### src/hw/rtl/rcad_pkg.sv
package rcad_pkg;

    localparam int NUM_BUTTONS = 8;

    localparam int CMD_W     = 2;
    localparam int CH_W      = 11;
    localparam int TIME_W    = 32;
    localparam int TIMEOUT_W = 16;
    localparam int ANGLE_W   = 8;
    localparam int MASK_W    = 8;

    localparam int S_TDATA_W = 80;
    localparam int S_TUSER_W = CMD_W;
    localparam int M_TDATA_W = 64;

    localparam int CENTER_RAW = 992;
    localparam int PULSE_MID  = 1500;
    localparam int PULSE_MIN  = 1000;
    localparam int PULSE_MAX  = 2000;
    localparam int PULSE_SUM  = 3000;

    localparam int SYM_BASE = 220;
    localparam int SYM_STEP = 48;
    localparam int SYM_TOL  = 24;
    localparam int SYM_LOW  = SYM_BASE - SYM_TOL;
    localparam int K_MAX    = 31;

    localparam int ANGLE_BASE   = -90;
    localparam int ANGLE_STEP   = 30;
    localparam int ANGLE_CENTER = 4;

    localparam logic [CH_W-1:0]      CW_RESET       = 11'h400;
    localparam logic [CH_W-1:0]      STEER_RESET    = CH_W'(PULSE_MID);
    localparam logic [CH_W-1:0]      THROTTLE_RESET = CH_W'(PULSE_MID);
    localparam logic [CH_W-1:0]      BRAKE_RESET    = CH_W'(PULSE_MIN);
    localparam logic [TIMEOUT_W-1:0] TIMEOUT_RESET  = TIMEOUT_W'(100);

    typedef enum logic [CMD_W-1:0] {
        CMD_FRAME  = 2'd0,
        CMD_LOST   = 2'd1,
        CMD_STATUS = 2'd2
    } cmd_t;

    typedef enum logic [1:0] {
        SEG_LOW    = 2'd0,
        SEG_MID    = 2'd1,
        SEG_DIFF   = 2'd2,
        SEG_CAMERA = 2'd3
    } seg_t;

    typedef struct packed {
        logic [TIME_W-1:0] now_ms;
        logic [CH_W-1:0]   control_raw;
        logic [CH_W-1:0]   brake_raw;
        logic [CH_W-1:0]   throttle_raw;
        logic [CH_W-1:0]   steer_raw;
        logic [CMD_W-1:0]  cmd;
    } in_item_t;

    typedef struct packed {
        logic                      link_recent;
        logic                      link_valid;
        logic                      rear_diff_locked;
        logic                      front_diff_locked;
        logic [MASK_W-1:0]         button_mask;
        logic [CH_W-1:0]           assembled_word;
        logic signed [ANGLE_W-1:0] camera_angle_deg;
        logic [CH_W-1:0]           brake_us;
        logic [CH_W-1:0]           throttle_us;
        logic [CH_W-1:0]           steer_us;
    } out_item_t;

    // Camera code 0 is treated as the center code.
    function automatic logic signed [ANGLE_W-1:0] camera_angle(input logic [2:0] code);
        int c;
        c = (code == 3'd0) ? ANGLE_CENTER : int'(code);
        return ANGLE_W'(ANGLE_BASE + (c - 1) * ANGLE_STEP);
    endfunction

endpackage

### src/hw/rtl/rcad_pulse_map.sv
module rcad_pulse_map (
    input  logic [rcad_pkg::CH_W-1:0] raw,
    input  logic                      invert,
    output logic [rcad_pkg::CH_W-1:0] pulse
);
    import rcad_pkg::*;

    localparam int CALC_W = 16;

    logic signed [CALC_W-1:0] diff;
    logic signed [CALC_W-1:0] scaled;
    logic signed [CALC_W-1:0] quot;
    logic signed [CALC_W-1:0] width;
    logic signed [CALC_W-1:0] clamped;
    logic signed [CALC_W-1:0] inverted;

    always_comb begin
        diff   = $signed(CALC_W'(raw)) - $signed(CALC_W'(CENTER_RAW));
        scaled = CALC_W'(diff * $signed(CALC_W'(5)));
        // Bias negative values so the arithmetic shift truncates toward zero.
        quot   = (scaled + ((scaled < 0) ? $signed(CALC_W'(7)) : $signed(CALC_W'(0)))) >>> 3;
        width  = quot + $signed(CALC_W'(PULSE_MID));
        if (width < $signed(CALC_W'(PULSE_MIN))) begin
            clamped = $signed(CALC_W'(PULSE_MIN));
        end else if (width > $signed(CALC_W'(PULSE_MAX))) begin
            clamped = $signed(CALC_W'(PULSE_MAX));
        end else begin
            clamped = width;
        end
        // The mirrored value stays inside the pulse range, so no second clamp.
        inverted = $signed(CALC_W'(PULSE_SUM)) - clamped;
        pulse    = invert ? CH_W'(inverted) : CH_W'(clamped);
    end

endmodule

### src/hw/rtl/rcad_symbol_decode.sv
module rcad_symbol_decode (
    input  logic [rcad_pkg::CH_W-1:0] raw,
    input  logic [rcad_pkg::CH_W-1:0] word_in,
    output logic [rcad_pkg::CH_W-1:0] word_out
);
    import rcad_pkg::*;

    // The step of 48 is 16 times 3; the divide by 3 uses 171/512, exact below 512.
    localparam int RECIP       = 171;
    localparam int RECIP_SHIFT = 9;
    localparam int K_W         = 6;
    localparam int PROD_W      = 15;

    logic [CH_W-1:0]   offset;
    logic [PROD_W-1:0] prod;
    logic [K_W-1:0]    k;
    logic [CH_W-1:0]   rem;
    logic [CH_W-1:0]   err;
    logic              sym_ok;
    logic [2:0]        pay;

    always_comb begin
        offset = raw - CH_W'(SYM_LOW);
        prod   = PROD_W'(PROD_W'(offset[CH_W-1:4]) * PROD_W'(RECIP));
        k      = prod[RECIP_SHIFT +: K_W];
        rem    = offset - CH_W'(CH_W'(k) * CH_W'(SYM_STEP));
        err    = (rem >= CH_W'(SYM_TOL)) ? rem - CH_W'(SYM_TOL) : CH_W'(SYM_TOL) - rem;
        sym_ok = (raw >= CH_W'(SYM_LOW)) && (k <= K_W'(K_MAX)) && (err <= CH_W'(SYM_TOL));
        pay    = k[2:0];

        word_out = word_in;
        if (sym_ok) begin
            unique case (seg_t'(k[4:3]))
                SEG_LOW:    word_out[2:0]  = pay;
                SEG_MID:    word_out[5:3]  = pay;
                SEG_DIFF:   word_out[7:6]  = pay[1:0];
                SEG_CAMERA: word_out[10:8] = pay;
            endcase
        end
    end

endmodule

### src/hw/rtl/rc_channel_to_actuator_decoder_core.sv
// Path: an item waits in the input register, then its result goes to the result register.
// Throughput: one item per cycle unless m_tready stalls; input and result registers form a
// two-entry pipeline, so the input side takes one more item while a result waits.
// Reset: synchronous, active-low aresetn empties both stages, restores the control
// word, pulse widths, frame time, link flag and the timeout register to their defaults.
module rc_channel_to_actuator_decoder_core (
    input  logic                           aclk,
    input  logic                           aresetn,
    input  logic                           cfg_valid,
    output logic                           cfg_ready,
    input  logic [rcad_pkg::TIMEOUT_W-1:0] cfg_data,   // recency timeout in milliseconds
    input  logic                           s_tvalid,
    output logic                           s_tready,
    // steer_raw, throttle_raw, brake_raw, control_raw, now_ms, zero fill
    input  logic [rcad_pkg::S_TDATA_W-1:0] s_tdata,
    input  logic [rcad_pkg::S_TUSER_W-1:0] s_tuser,    // cmd
    output logic                           m_tvalid,
    input  logic                           m_tready,
    // steer_us, throttle_us, brake_us, camera_angle_deg, assembled_word, button_mask,
    // front_diff_locked, rear_diff_locked, link_valid, link_recent
    output logic [rcad_pkg::M_TDATA_W-1:0] m_tdata
);
    import rcad_pkg::*;

    localparam logic [CH_W-1:0] BUTTON_SEL = CH_W'((1 << NUM_BUTTONS) - 1);

    logic                 in_valid_reg;
    in_item_t             in_item_reg;
    logic                 out_valid_reg;
    out_item_t            out_item_reg;
    out_item_t            out_item_next;

    logic [CH_W-1:0]      cw_reg,       cw_next;
    logic [CH_W-1:0]      steer_reg,    steer_next;
    logic [CH_W-1:0]      throttle_reg, throttle_next;
    logic [CH_W-1:0]      brake_reg,    brake_next;
    logic [TIME_W-1:0]    last_time_reg, last_time_next;
    logic                 link_valid_reg, link_valid_next;
    logic [TIMEOUT_W-1:0] timeout_reg;

    logic [CH_W-1:0]      steer_pulse, throttle_pulse, brake_pulse, cw_decoded;
    logic [TIME_W-1:0]    age;
    logic [CH_W-1:0]      buttons;
    logic                 advance;

    assign advance   = !out_valid_reg || m_tready;
    assign s_tready  = !in_valid_reg || advance;
    assign cfg_ready = 1'b1;
    assign m_tvalid  = out_valid_reg;
    assign m_tdata   = M_TDATA_W'(out_item_reg);

    rcad_pulse_map u_steer (
        .raw    (in_item_reg.steer_raw),
        .invert (1'b1),
        .pulse  (steer_pulse)
    );

    rcad_pulse_map u_throttle (
        .raw    (in_item_reg.throttle_raw),
        .invert (1'b0),
        .pulse  (throttle_pulse)
    );

    rcad_pulse_map u_brake (
        .raw    (in_item_reg.brake_raw),
        .invert (1'b0),
        .pulse  (brake_pulse)
    );

    rcad_symbol_decode u_symbol (
        .raw      (in_item_reg.control_raw),
        .word_in  (cw_reg),
        .word_out (cw_decoded)
    );

    always_comb begin
        cw_next         = cw_reg;
        steer_next      = steer_reg;
        throttle_next   = throttle_reg;
        brake_next      = brake_reg;
        last_time_next  = last_time_reg;
        link_valid_next = link_valid_reg;
        unique case (in_item_reg.cmd)
            CMD_FRAME: begin
                cw_next         = cw_decoded;
                steer_next      = steer_pulse;
                throttle_next   = throttle_pulse;
                brake_next      = brake_pulse;
                last_time_next  = in_item_reg.now_ms;
                link_valid_next = 1'b1;
            end
            CMD_LOST: begin
                link_valid_next = 1'b0;
            end
            default: begin
                // Status check and the unused code leave the state alone.
            end
        endcase
    end

    always_comb begin
        age     = in_item_reg.now_ms - last_time_next;
        buttons = cw_next & BUTTON_SEL;
        out_item_next.steer_us          = steer_next;
        out_item_next.throttle_us       = throttle_next;
        out_item_next.brake_us          = brake_next;
        out_item_next.camera_angle_deg  = camera_angle(cw_next[10:8]);
        out_item_next.assembled_word    = cw_next;
        out_item_next.button_mask       = buttons[MASK_W-1:0];
        out_item_next.front_diff_locked = cw_next[6];
        out_item_next.rear_diff_locked  = cw_next[7];
        out_item_next.link_valid        = link_valid_next;
        out_item_next.link_recent       = link_valid_next && (age <= TIME_W'(timeout_reg));
    end

    always_ff @(posedge aclk) begin
        if (!aresetn) begin
            in_valid_reg   <= 1'b0;
            out_valid_reg  <= 1'b0;
            cw_reg         <= CW_RESET;
            steer_reg      <= STEER_RESET;
            throttle_reg   <= THROTTLE_RESET;
            brake_reg      <= BRAKE_RESET;
            last_time_reg  <= '0;
            link_valid_reg <= 1'b0;
            timeout_reg    <= TIMEOUT_RESET;
        end else begin
            if (cfg_valid && cfg_ready) begin
                timeout_reg <= cfg_data;
            end
            if (s_tready) begin
                in_valid_reg <= s_tvalid;
            end
            if (advance) begin
                out_valid_reg <= in_valid_reg;
                if (in_valid_reg) begin
                    cw_reg         <= cw_next;
                    steer_reg      <= steer_next;
                    throttle_reg   <= throttle_next;
                    brake_reg      <= brake_next;
                    last_time_reg  <= last_time_next;
                    link_valid_reg <= link_valid_next;
                end
            end
        end
    end

    always_ff @(posedge aclk) begin
        if (s_tvalid && s_tready) begin
            in_item_reg <= {s_tdata[TIME_W + 4*CH_W - 1:0], s_tuser};
        end
        if (advance && in_valid_reg) begin
            out_item_reg <= out_item_next;
        end
    end

endmodule

### config.mk
export PLATFORM = sky130hd
export DESIGN_NAME = rc_channel_to_actuator_decoder_core
export DESIGN_NICKNAME = d
export VERILOG_FILES = /design/src/hw/rtl/rcad_pkg.sv /design/src/hw/rtl/rcad_pulse_map.sv /design/src/hw/rtl/rcad_symbol_decode.sv /design/src/hw/rtl/rc_channel_to_actuator_decoder_core.sv
export SDC_FILE = /design/constraint.sdc
export NUM_CORES = 1
export LEC_CHECK = 0
export BUFFER_PORTS_ARGS = -buffer_cell sky130_fd_sc_hd__buf_4
export CAP_MARGIN = 30
export CORE_MARGIN = 2
export CORE_UTILIZATION = 55
export DETAILED_ROUTE_END_ITERATION = 7
export GPL_ROUTABILITY_DRIVEN = 0
export PLACE_DENSITY = 0.83
export SETUP_SLACK_MARGIN = 0.4
export SLEW_MARGIN = 20
export SYNTH_ARGS = -nofsm -noshare
export SYNTH_HDL_FRONTEND = slang
export SYNTH_SLANG_ARGS = --single-unit
### constraint.sdc
create_clock -name aclk -period 14.3 [get_ports aclk]
set_input_delay 2.86 -clock aclk [delete_from_list [all_inputs] [get_ports aclk]]
set_output_delay 2.86 -clock aclk [all_outputs]
set_load 0.05 [all_outputs]
==> impl_results.md <==
- GRT Total Usage: 22.8%
- # DRC: 0
- Via count: 14300
- Worst r2r dst: m_tdata[39]
- Clock sinks: 226
- Total power: 0.00372 W
- Run status: complete, no violations
- Hold depth: 2
- Final worst slack: 1.70 ns
- I/O Buffers: 163
- CORE AREA: 0.0306 sq mm
- Largest net degree at the start of global routing: 96
- Vias in the first global route: 13900
- Die W: 180 um
- Ys async rst share: 0%
- DIE AREA: 0.0325 sq mm
- Clk pwr share: 19.4%
- Hold EP: cw_reg[6]
- PD cells: 190 mW/mm^2
- Initial antenna violation count: 2
- Post-CTS sizing: 0
- Mapped cell area: 0.0171 sq mm
- Crit path time final: 12.60 ns
- Register-to-Register Path Depth: 43
- RSZ-0062 raised after global routing: no
- Arr. time, crit path: 12.88 ns
- Clock transition at path regs: 0.06 ns
- Final setup vio count: 0
- Fraction of layout cells with a size suffix above 1: 14.1%
- Max Cap Viol: 0
- CP max stage cell: xor2_1
- Final hold vios: 0
- Total negative slack: 0 ns
- Rows: 64
- Commonest register cell after synthesis: edfxtp_1
- Final core occ: 64.0%
- First-pass GRT wire length: 63700 um
- Area of the multi-input gates: 0.0106 sq mm
- Setup Buffers After CTS: 0
- Pre-CTS WS: 1.69 ns
- R2r startpoint: in_item_reg[37]
- Synth unique cells: 93
- Hpwl dp: 29000 um
- I/O pins: 170
- Synth Instances: 1801
- Req. time, crit path: 14.58 ns
- Mean post-synth cell area: 9.49 sq um
- Clk Latency, worst-skew pair: 0.53 ns
- Max VDD drop: 0.000327 V
- Flop pwr share: 20.4%
- Post-route ant nets: 0
- Comb pwr share: 60.2%
- Most common cell on crit path: ha_1
- EDFF count, synth: 131
- Clock skew: 0.00925 ns
- Initial Utilization: 55.9%
- Ys Warns: 0
- Commonest cells after routing, fill and taps aside: ha_1, buf_4, nand2_1
- CTS buffer count: 26
- Seq/Total Area, Yosys: 34.1%
- Final #Nets: 2248
- Synth Net Count: 2110
- Reg area: 0.00584 sq mm
- Pre-Repair DR Iteration Count: 6
- Slowest stage delay, CP: 0.69 ns
- Largest register FFs: 78
- Switch Pwr: 0.00165 W
- H-tree levels: 1
- Startpoint Class: register
- Leakage: 8.48 nW
- Clock root buffer: clkbuf_16
- Area grow syn2layout: 14.5%
- Hold buffers post-CTS: 0
- Hold_sp: cw_reg[6]
- Slew @ Worst Pin: 0.966 ns
- Slew HR: 34.8%
- HP Class: reg -> reg
- Max-slew violation count: 0
- CTS tree: built
- Most common cell after layout, fill and taps aside: ha_1
- Wire per inst: 16.4 um
- Setup crit end kind: register
- Crit share post-route: 88.1%
- Clock buffer depth: 3
- Delay-heaviest family, CP: adder cells
- Crit path max fanout: 10
- Die H: 180 um
- Via/cell ratio: 6.05
- Initial DRC Count: 1123
- Crit Path Class: reg -> reg
- Setup slack, reg-to-reg: 1.70 ns
- FILL cells: 2419
- Buffers and inverters on the worst path: 3
- Grt total ovfl: 0
- Fmax: 79.3 MHz
- Post-Route WL: 38500 um
- Synthesized flop and latch total: 226
- Internal power: 0.00207 W
- Sw Ratio: 44.4%
[per-stage QoR]
stage / hold WS, ns / instance area [sq um] / cells
after global routing: 0.479 / 19600 / 2356
after floorplan: 0.435 / 17100 / 1801
after CTS: 0.463 / 19500 / 2351
after global placement: 0.444 / 18600 / 2303
after detailed placement: 0.454 / 18600 / 2304
final: 0.468 / 19600 / 2356
[power groups by stage]
stage | logic [W] | registers (W) | clock network (W)
3_3_place_gp | 0.00206 | 0.000769 | 0
5_1_grt | 0.00247 | 0.000761 | 0.000764
4_1_cts | 0.00219 | 0.000757 | 0.000737
2_1_floorplan | 0.00169 | 0.000803 | 0
6_report | 0.00224 | 0.000757 | 0.000722
3_5_place_dp | 0.00218 | 0.000770 | 0
[layout make-up]
type                            instances  share of cell area (%)
Sequential cell                       226                    29.8
Timing Repair Buffer                  172                    6.68
Antenna cell                            2                  0.0256
Clock buffer                           30                    3.61
Multi-Input combinational cell       1417                    54.3
Clock inverter                         17                    1.22
Inverter                               96                    1.85
Tap cell                              396                    2.53
[cell usage after synthesis (8+ instances only)]
master      n  share of area (%)
dfxtp_1    95                 11
o21ai_0    74                2.2
a21o_1     27                1.2
nand4_1    14               0.51
xnor2_1    75                3.8
a21boi_0   14               0.61
o31a_1      9               0.46
o211a_1    31                1.8
inv_1      95                2.1
nand2_1   153                3.4
mux2_2     14               0.92
o21a_1     24                1.1
or3_1      13               0.48
and2_1     10               0.37
clkbuf_1   42               0.92
nor3b_1    14               0.61
a21oi_1   104                3.0
nor2_1    111                2.4
o211ai_1   20               0.88
a211o_1     8               0.41
a22o_1     10               0.51
fa_1       15                1.8
nand2b_1   20               0.73
or2_2      11               0.40
ha_1      191                 14
and3_1     22               0.81
nor3_1     35                1.0
a211oi_1   21               0.92
nor2b_1    27               0.99
xor2_1     45                2.3
nor4_1     10               0.37
mux2i_1    66                3.9
a31oi_1    22               0.81
buf_4      12               0.53
o31ai_1    21               0.92
nand3b_1    8               0.35
o21bai_1   11               0.48
nand3_1    57                1.7
edfxtp_1  131                 23
[worst min-delay path, stage by stage (launching register included)]
cell,delay (ns)
dfxtp_1,0.31
nand2_1,0.05
mux2i_1,0.06
[worst max path at each step]
stage,start,to,slack (ns),cells past startpoint
global route,in_item_reg[37],m_tdata[39],0.82,45
CTS,in_item_reg[37],m_tdata[39],1.60,44
finish,in_item_reg[37],m_tdata[39],1.70,43
global placement,in_item_reg[37],m_tdata[39],2.14,42
floorplan,in_item_reg[37],m_tdata[39],3.33,44
detailed placement,in_item_reg[37],m_tdata[39],1.69,42
[logic make-up (layout without fill, tap and decap cells)]
logic type | count (synthesis) | after routing | share of synthesized area (%)
AND/OR/NAND/NOR | 524 | 524 | 15.1
other | 2 | 4 | 0.0439
buffers and inverters | 158 | 315 | 3.82
multiplexers | 81 | 81 | 4.85
flip-flops | 226 | 226 | 34.1
AO/OA/AOI/OAI | 483 | 483 | 20.0
adder cells (fa/ha/maj) | 206 | 206 | 15.7
XOR/XNOR | 121 | 121 | 6.24
[per-layer routing]
metal	vias up	global-route usage (%)	part of all wire (%)
li1	6977	-	-
met1	6755	28.3	43
met4	0	7.03	2.6
met3	84	2.75	5.0
met5	-	0	0
met2	439	41.4	50
No activity file was read; power rests on OpenSTA's default activity.
